### src/rtl/nttg_pkg.sv
// Shared types, codes and constants for the nearest-target go-to-goal block.
// Used by every module in rtl/; depends on nothing.
package nttg_pkg;

  // default parameter values
  localparam int CORDIC_STEPS_DEF = 16;
  localparam int COORD_FRAC_DEF   = 11;

  // fixed datapath widths
  localparam int COORD_W  = 16;   // Q5.11 coordinates, Q3.13 heading
  localparam int DIFF_W   = 17;   // coordinate differences
  localparam int CV_W     = 32;   // CORDIC x/y
  localparam int Z_W      = 34;   // CORDIC angle, Q.30
  localparam int DSQ_W    = 34;   // squared distance
  localparam int DIST_W   = 17;   // distance after 1/K scaling
  localparam int ERR_W    = 18;   // heading error, Q5.13
  localparam int SPEED_W  = 18;
  localparam int ID_W     = 8;
  localparam int RAD_W    = 13;
  localparam int GAIN_W   = 12;
  localparam int MUL_W    = 32;
  localparam int PROD_W   = 64;
  localparam int IDX_W    = 5;    // atan table index
  localparam int ATAN_N   = 24;
  localparam int PRESCALE = 12;

  localparam logic signed [Z_W-1:0]   PI_Q30     = 34'sd3373259426;
  localparam logic signed [Z_W-1:0]   TWO_PI_Q30 = 34'sd6746518852;
  localparam logic signed [ERR_W-1:0] PI_Q13     = 18'sd25736;
  localparam logic signed [ERR_W-1:0] TWO_PI_Q13 = 18'sd51472;
  localparam logic signed [MUL_W-1:0] INV_K_Q30  = 32'sd652032874;
  localparam int FWD_MAX  = 262143;
  localparam int TURN_MAX = 131071;
  localparam int TURN_MIN = -131072;

  // register reset values
  localparam logic              CLOSEST_RST = 1'b1;
  localparam logic [RAD_W-1:0]  RADIUS_RST  = 13'd1024;
  localparam logic [GAIN_W-1:0] LIN_GAIN_RST = 12'd512;
  localparam logic [GAIN_W-1:0] ANG_GAIN_RST = 12'd1536;

  typedef enum logic [1:0] {
    KIND_POSE  = 2'd0,
    KIND_ENTRY = 2'd1,
    KIND_TICK  = 2'd2,
    KIND_EMPTY = 2'd3
  } kind_t;

  typedef enum logic [1:0] {
    CFG_CLOSEST_MODE = 2'd0,
    CFG_CATCH_RADIUS = 2'd1,
    CFG_LINEAR_GAIN  = 2'd2,
    CFG_ANGULAR_GAIN = 2'd3
  } cfg_idx_t;

  typedef enum logic [3:0] {
    ST_IDLE,
    ST_DSQ_X,
    ST_DSQ_Y,
    ST_DSQ_SUM,
    ST_CORDIC_LOAD,
    ST_CORDIC_RUN,
    ST_SCALE,
    ST_DIST,
    ST_FWD,
    ST_TURN,
    ST_TURN_DONE,
    ST_OUT
  } state_t;

  // atan(2^-i) in Q.30
  function automatic logic [29:0] atan_q30(input logic [IDX_W-1:0] i);
    logic [29:0] v;
    case (i)
      5'd0:  v = 30'd843314857;
      5'd1:  v = 30'd497837829;
      5'd2:  v = 30'd263043837;
      5'd3:  v = 30'd133525159;
      5'd4:  v = 30'd67021687;
      5'd5:  v = 30'd33543516;
      5'd6:  v = 30'd16775851;
      5'd7:  v = 30'd8388437;
      5'd8:  v = 30'd4194283;
      5'd9:  v = 30'd2097149;
      5'd10: v = 30'd1048576;
      5'd11: v = 30'd524288;
      5'd12: v = 30'd262144;
      5'd13: v = 30'd131072;
      5'd14: v = 30'd65536;
      5'd15: v = 30'd32768;
      5'd16: v = 30'd16384;
      5'd17: v = 30'd8192;
      5'd18: v = 30'd4096;
      5'd19: v = 30'd2048;
      5'd20: v = 30'd1024;
      5'd21: v = 30'd512;
      5'd22: v = 30'd256;
      5'd23: v = 30'd128;
      default: v = 30'd0;
    endcase
    return v;
  endfunction

endpackage

### src/rtl/nttg_mul.sv
// Shared signed multiplier with registered product.
// Depends on nttg_pkg.
module nttg_mul import nttg_pkg::*; (
  input  logic                     clk,
  input  logic signed [MUL_W-1:0]  a,
  input  logic signed [MUL_W-1:0]  b,
  output logic signed [PROD_W-1:0] p
);

  always_ff @(posedge clk) begin
    p <= a * b;
  end

endmodule

### src/rtl/nttg_cordic.sv
// Vectoring CORDIC, one micro-rotation per cycle, with right-half-plane pre-rotation.
// Depends on nttg_pkg.
module nttg_cordic import nttg_pkg::*; #(
  parameter int STEPS = CORDIC_STEPS_DEF
) (
  input  logic                    clk,
  input  logic                    rst,
  input  logic                    start,
  input  logic signed [DIFF_W-1:0] dx,
  input  logic signed [DIFF_W-1:0] dy,
  output logic signed [CV_W-1:0]  x,
  output logic signed [Z_W-1:0]   z,
  output logic                    busy
);

  logic signed [CV_W-1:0] y;
  logic [IDX_W-1:0]       cnt;
  logic signed [CV_W-1:0] x0, y0, xsh, ysh;
  logic signed [Z_W-1:0]  a_step;

  assign x0     = CV_W'(dx) <<< PRESCALE;
  assign y0     = CV_W'(dy) <<< PRESCALE;
  assign xsh    = x >>> cnt;
  assign ysh    = y >>> cnt;
  assign a_step = Z_W'($signed({1'b0, atan_q30(cnt)}));

  always_ff @(posedge clk) begin
    if (rst) begin
      busy <= 1'b0;
      cnt  <= '0;
    end else if (start) begin
      busy <= 1'b1;
      cnt  <= '0;
    end else if (busy) begin
      cnt <= cnt + 1'b1;
      if (cnt == IDX_W'(STEPS - 1)) begin
        busy <= 1'b0;
      end
    end
  end

  always_ff @(posedge clk) begin
    if (start) begin
      // left half plane: rotate by pi first
      if (x0 < 0) begin
        x <= -x0;
        y <= -y0;
        z <= PI_Q30;
      end else begin
        x <= x0;
        y <= y0;
        z <= '0;
      end
    end else if (busy) begin
      if (y > 0) begin
        x <= x + ysh;
        y <= y - xsh;
        z <= z + a_step;
      end else begin
        x <= x - ysh;
        y <= y + xsh;
        z <= z - a_step;
      end
    end
  end

endmodule

### src/rtl/nearest_target_go_to_goal.sv
// Top level of the nearest-target go-to-goal controller: stream ports, state,
// sequencer. Depends on nttg_pkg, nttg_mul, nttg_cordic.

// One item enters at a time; s_tready is high only while the sequencer idles.
// Pose updates, empty-list items and ticks that find no pose or no target
// are handled in the idle state. A list entry makes two passes through the
// shared multiplier for dx*dx and dy*dy, then the compare against the kept entry.
// A tick that produces a result passes from accept to the result register
// through a load state, one CORDIC micro-rotation per cycle, then the shared
// multiplier used in turn for the 1/K scaling, linear_gain * distance and
// angular_gain * error. A catch result skips the angular_gain product and
// discards the linear one. The result sits in an output register; a tick that
// finds that register still full waits for it to drain.
// Configuration writes land on any cycle and must be made while the block idles.
module nearest_target_go_to_goal import nttg_pkg::*; #(
  parameter int CORDIC_STEPS    = CORDIC_STEPS_DEF,
  parameter int COORD_FRAC_BITS = COORD_FRAC_DEF
) (
  input  logic        clk,
  input  logic        rst,
  // input item stream
  input  logic        s_tvalid,
  output logic        s_tready,
  input  logic [55:0] s_tdata,   // pos_x[15:0], pos_y[31:16], heading[47:32], entry_id[55:48]
  input  logic [1:0]  s_tuser,   // kind[1:0]
  input  logic        s_tlast,   // last_entry
  // result stream
  output logic        m_tvalid,
  input  logic        m_tready,
  output logic [47:0] m_tdata,   // forward_speed[17:0], turn_rate[35:18], caught_id[43:36], zero
  output logic [0:0]  m_tuser,   // catch_request[0]
  // register writes
  input  logic        cfg_we,
  input  logic [1:0]  cfg_addr,
  input  logic [12:0] cfg_data
);

  localparam int TURN_SH = 21 - COORD_FRAC_BITS;

  state_t state, state_next;

  // registers
  logic              closest_mode;
  logic [RAD_W-1:0]  catch_radius;
  logic [GAIN_W-1:0] linear_gain, angular_gain;

  // pose, goal and list search state
  logic signed [COORD_W-1:0] self_x, self_y, self_heading;
  logic                      pose_valid, target_valid, list_open;
  logic signed [COORD_W-1:0] goal_x, goal_y, best_x, best_y;
  logic [ID_W-1:0]           goal_id, best_id;
  logic [DSQ_W-1:0]          best_dist_sq;

  // latched list entry
  logic signed [COORD_W-1:0] ent_x, ent_y;
  logic [ID_W-1:0]           ent_id;
  logic                      ent_last;
  logic [DSQ_W-1:0]          dsq_acc;

  // tick datapath
  logic [DIST_W-1:0]        goal_dist;
  logic signed [ERR_W-1:0]  err;
  logic [SPEED_W-1:0]       res_fwd;
  logic signed [SPEED_W-1:0] res_turn;
  logic                     res_catch;
  logic [ID_W-1:0]          res_id;

  // shared units
  logic signed [MUL_W-1:0]  mul_a, mul_b;
  logic signed [PROD_W-1:0] mul_p;
  logic                     cor_start, cor_busy;
  logic signed [CV_W-1:0]   cor_x;
  logic signed [Z_W-1:0]    cor_z;
  logic signed [DIFF_W-1:0] cor_dx, cor_dy;

  logic accept;
  kind_t in_kind;
  logic signed [COORD_W-1:0] in_x, in_y, in_heading;

  assign accept     = s_tvalid && s_tready;
  assign in_kind    = kind_t'(s_tuser);
  assign in_x       = $signed(s_tdata[15:0]);
  assign in_y       = $signed(s_tdata[31:16]);
  assign in_heading = $signed(s_tdata[47:32]);

  nttg_mul u_mul (
    .clk (clk),
    .a   (mul_a),
    .b   (mul_b),
    .p   (mul_p)
  );

  assign cor_dx = DIFF_W'(goal_x) - DIFF_W'(self_x);
  assign cor_dy = DIFF_W'(goal_y) - DIFF_W'(self_y);

  nttg_cordic #(.STEPS(CORDIC_STEPS)) u_cordic (
    .clk   (clk),
    .rst   (rst),
    .start (cor_start),
    .dx    (cor_dx),
    .dy    (cor_dy),
    .x     (cor_x),
    .z     (cor_z),
    .busy  (cor_busy)
  );

  // ---- combinational datapath ----
  logic signed [DIFF_W-1:0] ent_dx, ent_dy;
  logic [DSQ_W-1:0]         dsq;
  logic                     take_entry;
  logic signed [CV_W-1:0]   x_cl;
  logic signed [Z_W-1:0]    z_wrap, z_rnd;
  logic signed [DIFF_W-1:0] bearing;
  logic signed [ERR_W-1:0]  err_raw, err_wrap;
  logic signed [PROD_W-1:0] dist_sum, fwd_sum, turn_sum, turn_sh;
  logic [PROD_W-9:0]        fwd_sh;

  assign ent_dx = DIFF_W'(ent_x) - DIFF_W'(self_x);
  assign ent_dy = DIFF_W'(ent_y) - DIFF_W'(self_y);
  assign dsq    = dsq_acc + mul_p[DSQ_W-1:0];
  // first entry of a run always kept; later ones only in closest mode and if strictly nearer
  assign take_entry = !list_open || (closest_mode && (dsq < best_dist_sq));

  assign x_cl = cor_x[CV_W-1] ? '0 : cor_x;

  // bearing wrapped into (-pi, pi], rounded half up to Q3.13
  assign z_wrap  = (cor_z > PI_Q30) ? (cor_z - TWO_PI_Q30) : cor_z;
  assign z_rnd   = z_wrap + 34'sd65536;
  assign bearing = z_rnd[Z_W-1:17];
  assign err_raw = ERR_W'(bearing) - ERR_W'(self_heading);
  always_comb begin
    if (err_raw > PI_Q13) begin
      err_wrap = err_raw - TWO_PI_Q13;
    end else if (err_raw < -PI_Q13) begin
      err_wrap = err_raw + TWO_PI_Q13;
    end else begin
      err_wrap = err_raw;
    end
  end

  assign dist_sum = mul_p + (64'sd1 <<< (29 + PRESCALE));
  assign fwd_sum  = mul_p + 64'sd128;
  assign fwd_sh   = fwd_sum[PROD_W-1:8];
  assign turn_sum = mul_p + (64'sd1 <<< (TURN_SH - 1));
  assign turn_sh  = turn_sum >>> TURN_SH;

  // ---- sequencer: next state ----
  always_comb begin
    state_next = state;
    case (state)
      ST_IDLE: begin
        if (s_tvalid) begin
          case (in_kind)
            KIND_ENTRY: state_next = ST_DSQ_X;
            KIND_TICK:  state_next = (pose_valid && target_valid) ? ST_CORDIC_LOAD : ST_IDLE;
            default:    state_next = ST_IDLE;
          endcase
        end
      end
      ST_DSQ_X:       state_next = ST_DSQ_Y;
      ST_DSQ_Y:       state_next = ST_DSQ_SUM;
      ST_DSQ_SUM:     state_next = ST_IDLE;
      ST_CORDIC_LOAD: state_next = ST_CORDIC_RUN;
      ST_CORDIC_RUN:  state_next = cor_busy ? ST_CORDIC_RUN : ST_SCALE;
      ST_SCALE:       state_next = ST_DIST;
      ST_DIST:        state_next = ST_FWD;
      ST_FWD:         state_next = (goal_dist > DIST_W'(catch_radius)) ? ST_TURN : ST_OUT;
      ST_TURN:        state_next = ST_TURN_DONE;
      ST_TURN_DONE:   state_next = ST_OUT;
      ST_OUT:         state_next = (!m_tvalid || m_tready) ? ST_IDLE : ST_OUT;
      default:        state_next = ST_IDLE;
    endcase
  end

  // ---- sequencer: outputs ----
  always_comb begin
    s_tready  = 1'b0;
    cor_start = 1'b0;
    mul_a     = '0;
    mul_b     = '0;
    case (state)
      ST_IDLE:        s_tready  = 1'b1;
      ST_CORDIC_LOAD: cor_start = 1'b1;
      ST_DSQ_X: begin
        mul_a = MUL_W'(ent_dx);
        mul_b = MUL_W'(ent_dx);
      end
      ST_DSQ_Y: begin
        mul_a = MUL_W'(ent_dy);
        mul_b = MUL_W'(ent_dy);
      end
      ST_SCALE: begin
        mul_a = x_cl;
        mul_b = INV_K_Q30;
      end
      ST_FWD: begin
        mul_a = MUL_W'($signed({1'b0, linear_gain}));
        mul_b = MUL_W'($signed({1'b0, goal_dist}));
      end
      ST_TURN: begin
        mul_a = MUL_W'($signed({1'b0, angular_gain}));
        mul_b = MUL_W'(err);
      end
      default: ;
    endcase
  end

  always_ff @(posedge clk) begin
    if (rst) begin
      state <= ST_IDLE;
    end else begin
      state <= state_next;
    end
  end

  // ---- register file ----
  always_ff @(posedge clk) begin
    if (rst) begin
      closest_mode <= CLOSEST_RST;
      catch_radius <= RADIUS_RST;
      linear_gain  <= LIN_GAIN_RST;
      angular_gain <= ANG_GAIN_RST;
    end else if (cfg_we) begin
      case (cfg_idx_t'(cfg_addr))
        CFG_CLOSEST_MODE: closest_mode <= cfg_data[0];
        CFG_CATCH_RADIUS: catch_radius <= cfg_data;
        CFG_LINEAR_GAIN:  linear_gain  <= cfg_data[GAIN_W-1:0];
        CFG_ANGULAR_GAIN: angular_gain <= cfg_data[GAIN_W-1:0];
        default: ;
      endcase
    end
  end

  // ---- pose, list and goal state ----
  always_ff @(posedge clk) begin
    if (rst) begin
      self_x       <= '0;
      self_y       <= '0;
      self_heading <= '0;
      pose_valid   <= 1'b0;
      target_valid <= 1'b0;
      list_open    <= 1'b0;
      goal_x       <= '0;
      goal_y       <= '0;
      goal_id      <= '0;
      best_x       <= '0;
      best_y       <= '0;
      best_id      <= '0;
      best_dist_sq <= '0;
    end else begin
      if (accept) begin
        case (in_kind)
          KIND_POSE: begin
            self_x       <= in_x;
            self_y       <= in_y;
            self_heading <= in_heading;
            pose_valid   <= 1'b1;
          end
          KIND_EMPTY: begin
            // also abandons an open run
            target_valid <= 1'b0;
            list_open    <= 1'b0;
          end
          default: ;
        endcase
      end
      if (state == ST_DSQ_SUM) begin
        if (take_entry) begin
          best_x       <= ent_x;
          best_y       <= ent_y;
          best_id      <= ent_id;
          best_dist_sq <= dsq;
        end
        if (ent_last) begin
          goal_x       <= take_entry ? ent_x : best_x;
          goal_y       <= take_entry ? ent_y : best_y;
          goal_id      <= take_entry ? ent_id : best_id;
          target_valid <= 1'b1;
          list_open    <= 1'b0;
        end else begin
          list_open <= 1'b1;
        end
      end
    end
  end

  // ---- payload registers ----
  always_ff @(posedge clk) begin
    if (accept && in_kind == KIND_ENTRY) begin
      ent_x    <= in_x;
      ent_y    <= in_y;
      ent_id   <= s_tdata[55:48];
      ent_last <= s_tlast;
    end
    if (state == ST_DSQ_Y) begin
      dsq_acc <= mul_p[DSQ_W-1:0];
    end
    if (state == ST_DIST) begin
      goal_dist <= dist_sum[DIST_W+29+PRESCALE:30+PRESCALE];
      err       <= err_wrap;
    end
    if (state == ST_FWD) begin
      res_fwd   <= '0;
      res_turn  <= '0;
      res_catch <= !(goal_dist > DIST_W'(catch_radius));
      res_id    <= (goal_dist > DIST_W'(catch_radius)) ? '0 : goal_id;
    end
    if (state == ST_TURN) begin
      res_fwd <= (fwd_sh > (PROD_W-8)'(FWD_MAX)) ? SPEED_W'(FWD_MAX) : fwd_sh[SPEED_W-1:0];
    end
    if (state == ST_TURN_DONE) begin
      if (turn_sh > 64'sd131071) begin
        res_turn <= SPEED_W'(TURN_MAX);
      end else if (turn_sh < -64'sd131072) begin
        res_turn <= SPEED_W'(TURN_MIN);
      end else begin
        res_turn <= turn_sh[SPEED_W-1:0];
      end
    end
  end

  // ---- output register ----
  always_ff @(posedge clk) begin
    if (rst) begin
      m_tvalid <= 1'b0;
    end else if (state == ST_OUT && (!m_tvalid || m_tready)) begin
      m_tvalid <= 1'b1;
    end else if (m_tready) begin
      m_tvalid <= 1'b0;
    end
  end

  always_ff @(posedge clk) begin
    if (state == ST_OUT && (!m_tvalid || m_tready)) begin
      m_tdata <= {4'b0, res_id, res_turn, res_fwd};
      m_tuser <= res_catch;
    end
  end

  // ---- assertions ----
  a_idle_cordic: assert property (@(posedge clk) disable iff (rst)
    s_tready |-> !cor_busy)
    else $error("item accepted while CORDIC busy");

  a_no_overwrite: assert property (@(posedge clk) disable iff (rst)
    (state == ST_OUT && m_tvalid && !m_tready) |=> (state == ST_OUT && m_tvalid))
    else $error("pending result lost");

  a_catch_zero: assert property (@(posedge clk) disable iff (rst)
    (m_tvalid && m_tuser[0]) |-> (m_tdata[35:0] == 36'd0))
    else $error("catch result with nonzero speed");

  a_drive_id: assert property (@(posedge clk) disable iff (rst)
    (m_tvalid && !m_tuser[0]) |-> (m_tdata[43:36] == 8'd0))
    else $error("drive result with nonzero caught_id");

endmodule
### config.mk
export PLATFORM = sky130hd
export DESIGN_NAME = nearest_target_go_to_goal
export DESIGN_NICKNAME = d
export VERILOG_FILES = /design/src/rtl/nttg_pkg.sv /design/src/rtl/nttg_mul.sv /design/src/rtl/nttg_cordic.sv /design/src/rtl/nearest_target_go_to_goal.sv
export SDC_FILE = /design/constraint.sdc
export NUM_CORES = 2
export LEC_CHECK = 0
export BUFFER_PORTS_ARGS = -buffer_cell sky130_fd_sc_hd__clkbuf_2
export CORE_UTILIZATION = 42
export CTS_BUF_LIST = sky130_fd_sc_hd__clkbuf_4
export DETAILED_ROUTE_END_ITERATION = 16
export PLACE_DENSITY_LB_ADDON = 0.1
export SLEW_MARGIN = 20
export SYNTH_ARGS = -nofsm -noshare
export SYNTH_HDL_FRONTEND = slang
export SYNTH_SLANG_ARGS = --single-unit
export TNS_END_PERCENT = 100
### constraint.sdc
create_clock -name clk -period 28 [get_ports clk]
set_clock_uncertainty 0.05 [all_clocks]
set_input_delay 4.2 -clock clk [delete_from_list [all_inputs] [get_ports clk]]
set_output_delay 4.2 -clock clk [all_outputs]
set_load 0.02 [all_outputs]
# == Yosys cells after proc, flatten, opt, wreduce, memory -nomap -nowiden ==
# Memory sizes are Yosys's and may differ from the RTL's. A register that Yosys moved wholly into a read port is not among the register bits.
# Index checks and enable logic that the tools add are counted.
# totals
reg_bits,576
latchBits,0
ramBits,0
romBits,960
in_bits,79
out_inout_bits,51
wordCells,172
mem_count,1
# classes
n_addsub,22
n_mul,1
div,0
n_lt_le_gt_ge,10
n_eq_ne,19
shift,2
mux,51
n_bitwise,0
reduce_logical,28
# memory_table
name,depth,word_bits,read_ports,rd_clocked_by_memory_dff,write_ports,line_no,source
(no name shown),32,30,1,1,0,nttg_pkg.sv:74,case (i)
# ops
operator,count
$pmux 32 s5,2
$mux 32,9
$mux 18,8
$mux 34,4
$sub 16x16->17,4
$add 32x32->32,2
$add 64x11->64 const B,1
$add 64x9->64 const B,1
$mul 32x32->64,1
$neg 29->32,2
$sshr 32x5->32,2
$sub 32x32->32,2
$add 59x43->59 const B,1
$gt 56x18->1 const B,1
$gt 54x18->1 const B,1
$lt 54x18->1 const B,1
$pmux 4 s11,1
$add 34x18->34 const B,1
$add 34x31->34,1
$add 34x34->34,1
$gt 34x33->1 const B,1
$lt 34x34->1,1
$sub 34x31->34,1
$sub 34x34->34 const B,1
34 further kinds,83

# == Logic depth before layout (Yosys ltp) ==
# depth
depth_word,7
depth_mapped,45
mapped_depth_nobuf,43

# == Modules after synthesis ==
# A second synthesis with hierarchy kept.
# hier_totals
hier_cells,8911
area_unflattened_um2,80877.6
# by_module_without_submodules
mod,n_inst,cells_per_inst,area_each_um2,seq_area_each_um2
nttg_mul,1,4117,38136.6,1281.2
nearest_target_go_to_goal,1,2873,25703.4,10169.8
nttg_cordic,1,1921,17037.6,3663.5

# == Worst setup path before layout ==
# No wires, ideal clock.
# synth_path
path_kind,flip-flop to flip-flop
from,register ent_x[0]
to,register u_mul.p[54]
setup_ps,72
arrival_time_ps,10595
required_time_ps,27878
setup_slack_ps,17283
path_stages_with_launch,40
period_less_slack_ps,10717
path_cell_list,edfxtp_1 -> inv_1 -> ha_1 -> fa_1 -> nor2b_1 -> o31a_1 -> o41ai_1 -> o22ai_1 -> o41ai_1 -> o211a_1 -> a31oi_1 -> o21a_1 -> clkbuf_1 -> nand2_1 -> inv_1 -> clkbuf_1 -> nor2_1 -> fa_1 -> [... 4 more ...] -> inv_1 -> fa_1 -> fa_1 -> fa_1 -> inv_1 -> fa_1 -> inv_1 -> ha_1 -> a21o_1 -> o21bai_1 -> a221o_1 -> a211o_1 -> a211o_1 -> a31o_2 -> a31o_2 -> a311o_1 -> a21oi_1 -> xnor2_1
# synth_between
elab_chain_cells,3
# synth_lines
item,line_no,source
start: declaration,nearest_target_go_to_goal.sv:55,"logic signed [COORD_W-1:0] ent_x, ent_y;"
start signal: assignment,nearest_target_go_to_goal.sv:290,ent_x <= in_x;
$sub 16x16->17 (*),nearest_target_go_to_goal.sv:118,assign ent_dx = DIFF_W'(ent_x) - DIFF_W'(self_x);
$pmux 32 s5,nearest_target_go_to_goal.sv:181,case (state)
$mul 32x32->64 (*),nttg_mul.sv:11,p <= a * b;
end signal: assignment,nttg_mul.sv:11,
end: declaration,nttg_mul.sv:7,output logic signed [PROD_W-1:0] p
# Mark *: on every way between the ends. The rest lies on a longest branch, timed or not.
# A chain may end at the register's enable or synchronous reset.

# == Worst setup path after layout ==
# layout_path
from,register ent_y[0]
to,register u_mul.p[57]
# layout_between
elab_chain_cells,3
# layout_lines
item,line_no,source
start: declaration,nearest_target_go_to_goal.sv:55,
start signal: assignment,nearest_target_go_to_goal.sv:291,ent_y <= in_y;
$sub 16x16->17 (*),nearest_target_go_to_goal.sv:119,assign ent_dy = DIFF_W'(ent_y) - DIFF_W'(self_y);
$pmux 32 s5,nearest_target_go_to_goal.sv:181,
$mul 32x32->64 (*),nttg_mul.sv:11,
# Marks and branches as above.

==> reports/results.txt <==
The cell with the biggest individual delay on the critical path was nor2_1. The worst min-delay path category was flop to flop. The number of filler instances in the final layout was 17900; the count of cells along the worst register-to-register path was 44. The tools report the number of optimization iterations in the first detailed-route pass as 7. The number of buffers created by CTS was 174.

The average instance in the mapped netlist occupies 9.00 um2. In this run the number of H-tree levels came out at 4. The tools report the startpoint kind of the worst setup timing path as a flop. In this run the remaining antenna-violating nets after routing total 0. The tools report the critical register-to-register path endpoint as u_mul.p[57]. The sum of net half-perimeters after detailed placement was 212000 um; the initial standard-cell utilization of the core was 42.3%. Data on the critical path arrives at its endpoint at 14590 ps. Dividing total power by cell area gives a power density of 32.0 mW/mm2.

The first-pass GRT wire length came out at 394000 um. Register-to-register setup slack: 14400 ps. Leading cell type in the layout, fill and taps excluded: inv_1.

The tools report the capturing element type of the critical path as a flop. The peak ir drop on the vdd network is 0.0000425 V. By area, the combinational part of the netlist is dominated by adder cells. Row generation in the floorplan step produced 156 rows. The total routing usage reported by global routing is 28.3%, and the area of the core is 0.181 mm2. The final critical path takes up 48.6% of the cycle. The buffers inserted during post-CTS setup optimization was 0; the die area was 0.184 mm2. The largest net degree at the start of global routing is 85. Post-route DRC violation count: 0. The number of hold violations in the final report was 0. After detailed routing, the average wire length per cell comes to 23.5 um.

Critical path launch point: ent_y[0]. From synthesis to final layout, the design area changed by 7.08%. Synthesis produced 8507 cells. The total negative setup slack is 0 ps, and the largest buffer count on any clock path is 3. The number of placed instances, taps included, is 10800.

The floorplan step set the die height to 429 um. Max-cap violations in this run came to 0. Summed over all cells, the static leakage comes to 0.0368 uW. Insertion delay to the later sink of the worst-skew pair: 1180 ps. The non-filler instance count after layout is 11100.

The run finished with clean final reports. The most used flip-flop cell after synthesis is dfxtp_1. The post-synthesis share of cell area spent on full adders, half adders and majority gates works out to 35.0%. The synthesized design contains 298 enable-type register cells. The fraction of synthesized cell area in xor and xnor cells came out at 5.35%. Clock root buffer: clkbuf_4. Via count of the first global-routing pass: 62400. Share of the synthesized area in the top cell type: 27.3%. At the end of routability-driven placement, the weighted congestion stood at 0.957. The mapped cell area came out at 0.0765 mm2. For the area occupied by multi-input gates, the log shows 0.0548 mm2. The multiplexer area fraction after synthesis is 4.25%.

The final layout contains routed wiring with a total length of 261000 um. Setup repair after global routing left no endpoint under its margin. For this run, asynchronously set or reset flops after synthesis account for 0%.

For the worst setup path, the data required time is 29000 ps. The number of DRC markers in iteration 0 is 4484. The run gives 14 as the number of antenna violations at the first check in global routing. In this design, the stage delay of the slowest critical-path cell is 680 ps.

Static timing analysis puts the maximum clock frequency at 73.6 MHz. The number of buffers inserted by port buffering works out to 125. Following the worst setup path forward leads to its endpoint at u_mul.p[57].

Using the TritonRoute via totals, the vias-per-cell ratio works out to 5.54. The tools report the global route total overflow as 0. 130 I/O pins were placed. In the layout the commonest cells are inv_1, fa_1, nand2_1, nor2_1, a21oi_1. In this design, the critical path's most frequently occurring cell is fa_1.

The transition time at the pin with the least slew margin is 1250 ps. For the post-route cell area, the log shows 0.0820 mm2. The sequential cells in the finished layout cover a total of 0.0151 mm2. The post-synthesis sequential element count is 606. The fraction of layout cells with a size suffix above 1 came out at 8.37%.

The run gives 0 as the total of hold buffers inserted after clock tree synthesis. The clock-pin transition on the worst setup and hold timing paths was 70 ps. Counting I/O delays and the setup requirement, the final critical path takes 13600 ps. Measured against its own limit, the worst slew margin works out to 15.9%. In this run the horizontal extent of the chip is 429 um.

The tools report the count of cell types in the netlist as 112. Clock tree synthesis found a total of 606 sinks. The detailed-route via count is 61400. The sequential-to-total area share from yosys stat was 19.7%. The simple logic cell fraction of the synthesized area is 14.1%. TritonCTS built the clock tree.

The number of slew-limit violations in the final report is 0, and the highest net fanout along the worst path is 40. The total chip power is 2620 uW, and the final setup violation count is 0. The final layout contains 10100 nets.

The placed standard-cell area is 0.0796 mm2. The share of the synthesized area in compound gates (AO/OA/AOI/OAI) was 12.7%. Worst flop-to-flop path startpoint: ent_y[0]. Once the clock tree was built, the resizer swapped 0 gates to a different size.

The class of the most critical setup path is flop to flop. Ranked by total cell area, the synthesized netlist is headed by fa_1, edfxtp_1, dfxtp_1. fa_1 takes more of the synthesized area than any other cell. The Yosys step of the flow raised 0 warnings.
-- critical path, delay by kind of cell, from the launching register on --
kind / cells / cell delay, ps
fa+ha+maj: 11 / 5210
compound gates: 14 / 3310
buf+inv: 12 / 2680
simple gates: 7 / 1790
flops: 1 / 350
-- cell usage after synthesis, types with 62 or more instances --
master / instances
xnor2_1: 282
nor3_1: 105
dfxtp_1: 308
clkbuf_1: 282
nand2_1: 987
xor2_1: 186
nor2_1: 681
nand4_1: 65
a211oi_1: 87
nand3_1: 111
mux2i_1: 107
a21o_1: 114
ha_1: 469
fa_1: 1042
edfxtp_1: 298
mux4_2: 71
and2_1: 62
o21ai_0: 262
o21a_1: 112
a31oi_1: 65
inv_1: 1422
a21oi_1: 498
-- area by class of cell --
class	count	share of cell area (%)
Multi-Input combinational cell	6121	66.8
Sequential cell	606	18.5
Inverter	1431	6.55
Tap cell	2370	3.62
Clock buffer	261	2.39
Timing Repair Buffer	222	1.66
Clock inverter	61	0.492
Antenna cell	11	0.0336
-- where the power goes --
group / internal, uW / switching [uW] / total (uW)
registers: 957 / 67.2 / 1020
clock network: 467 / 426 / 893
logic: 244 / 461 / 705
total: 1670 / 954 / 2620
-- per-stage QoR --
stage	worst slack (ps)	util (%)	hold WS, ps
2_1_floorplan	17280	-	350
3_3_place_gp	14870	44.0	353
4_1_cts	14580	45.3	336
6_report	14400	45.3	339
5_1_grt	13660	45.3	344
3_5_place_dp	14650	44.0	355
-- cells by family after synthesis --
| group | count (synthesis) |
|---|---|
| AOI/OAI and AO/OA | 1513 |
| xor gates and xnor gates | 468 |
| adders and majority gates | 1514 |
| buffers and inverters | 1783 |
| DFF | 606 |
| muxes | 228 |
| other | 1 |
| and+or+nand+nor | 2394 |
-- state kept, by name (all words and copies together) (netlist names), 16 cells and up --
signal           flops
self_y              16
u_cordic.a_step     30
goal_dist           17
best_y              16
u_mul.p             64
u_cordic.y          32
ent_y               16
goal_x              16
res_turn            18
best_x              16
err                 18
u_cordic.x          32
self_x              16
ent_x               16
dsq_acc             34
self_heading        16
u_cordic.z          34
m_tdata             44
best_dist_sq        34
res_fwd             18
goal_y              16
-- how the worst min path moves through the flow --
stage | startpoint | end | slack, ps | cells past startpoint
3_5_place_dp | res_fwd[13] | m_tdata[13] | 350 | 0
6_report | res_fwd[15] | m_tdata[15] | 340 | 0
2_1_floorplan | res_fwd[0] | m_tdata[0] | 350 | 0
3_3_place_gp | res_fwd[11] | m_tdata[11] | 350 | 0
5_1_grt | res_turn[9] | m_tdata[27] | 340 | 0
4_1_cts | res_fwd[15] | m_tdata[15] | 340 | 0
-- per-layer routing --
metal / global-route usage (%) / routed length [um]
met4: 9.67 / 9400
met1: 37.3 / 112000
met5: 0 / 48
met2: 46.4 / 122000
met3: 5.61 / 17600
No activity file was read; power rests on OpenSTA's default activity.
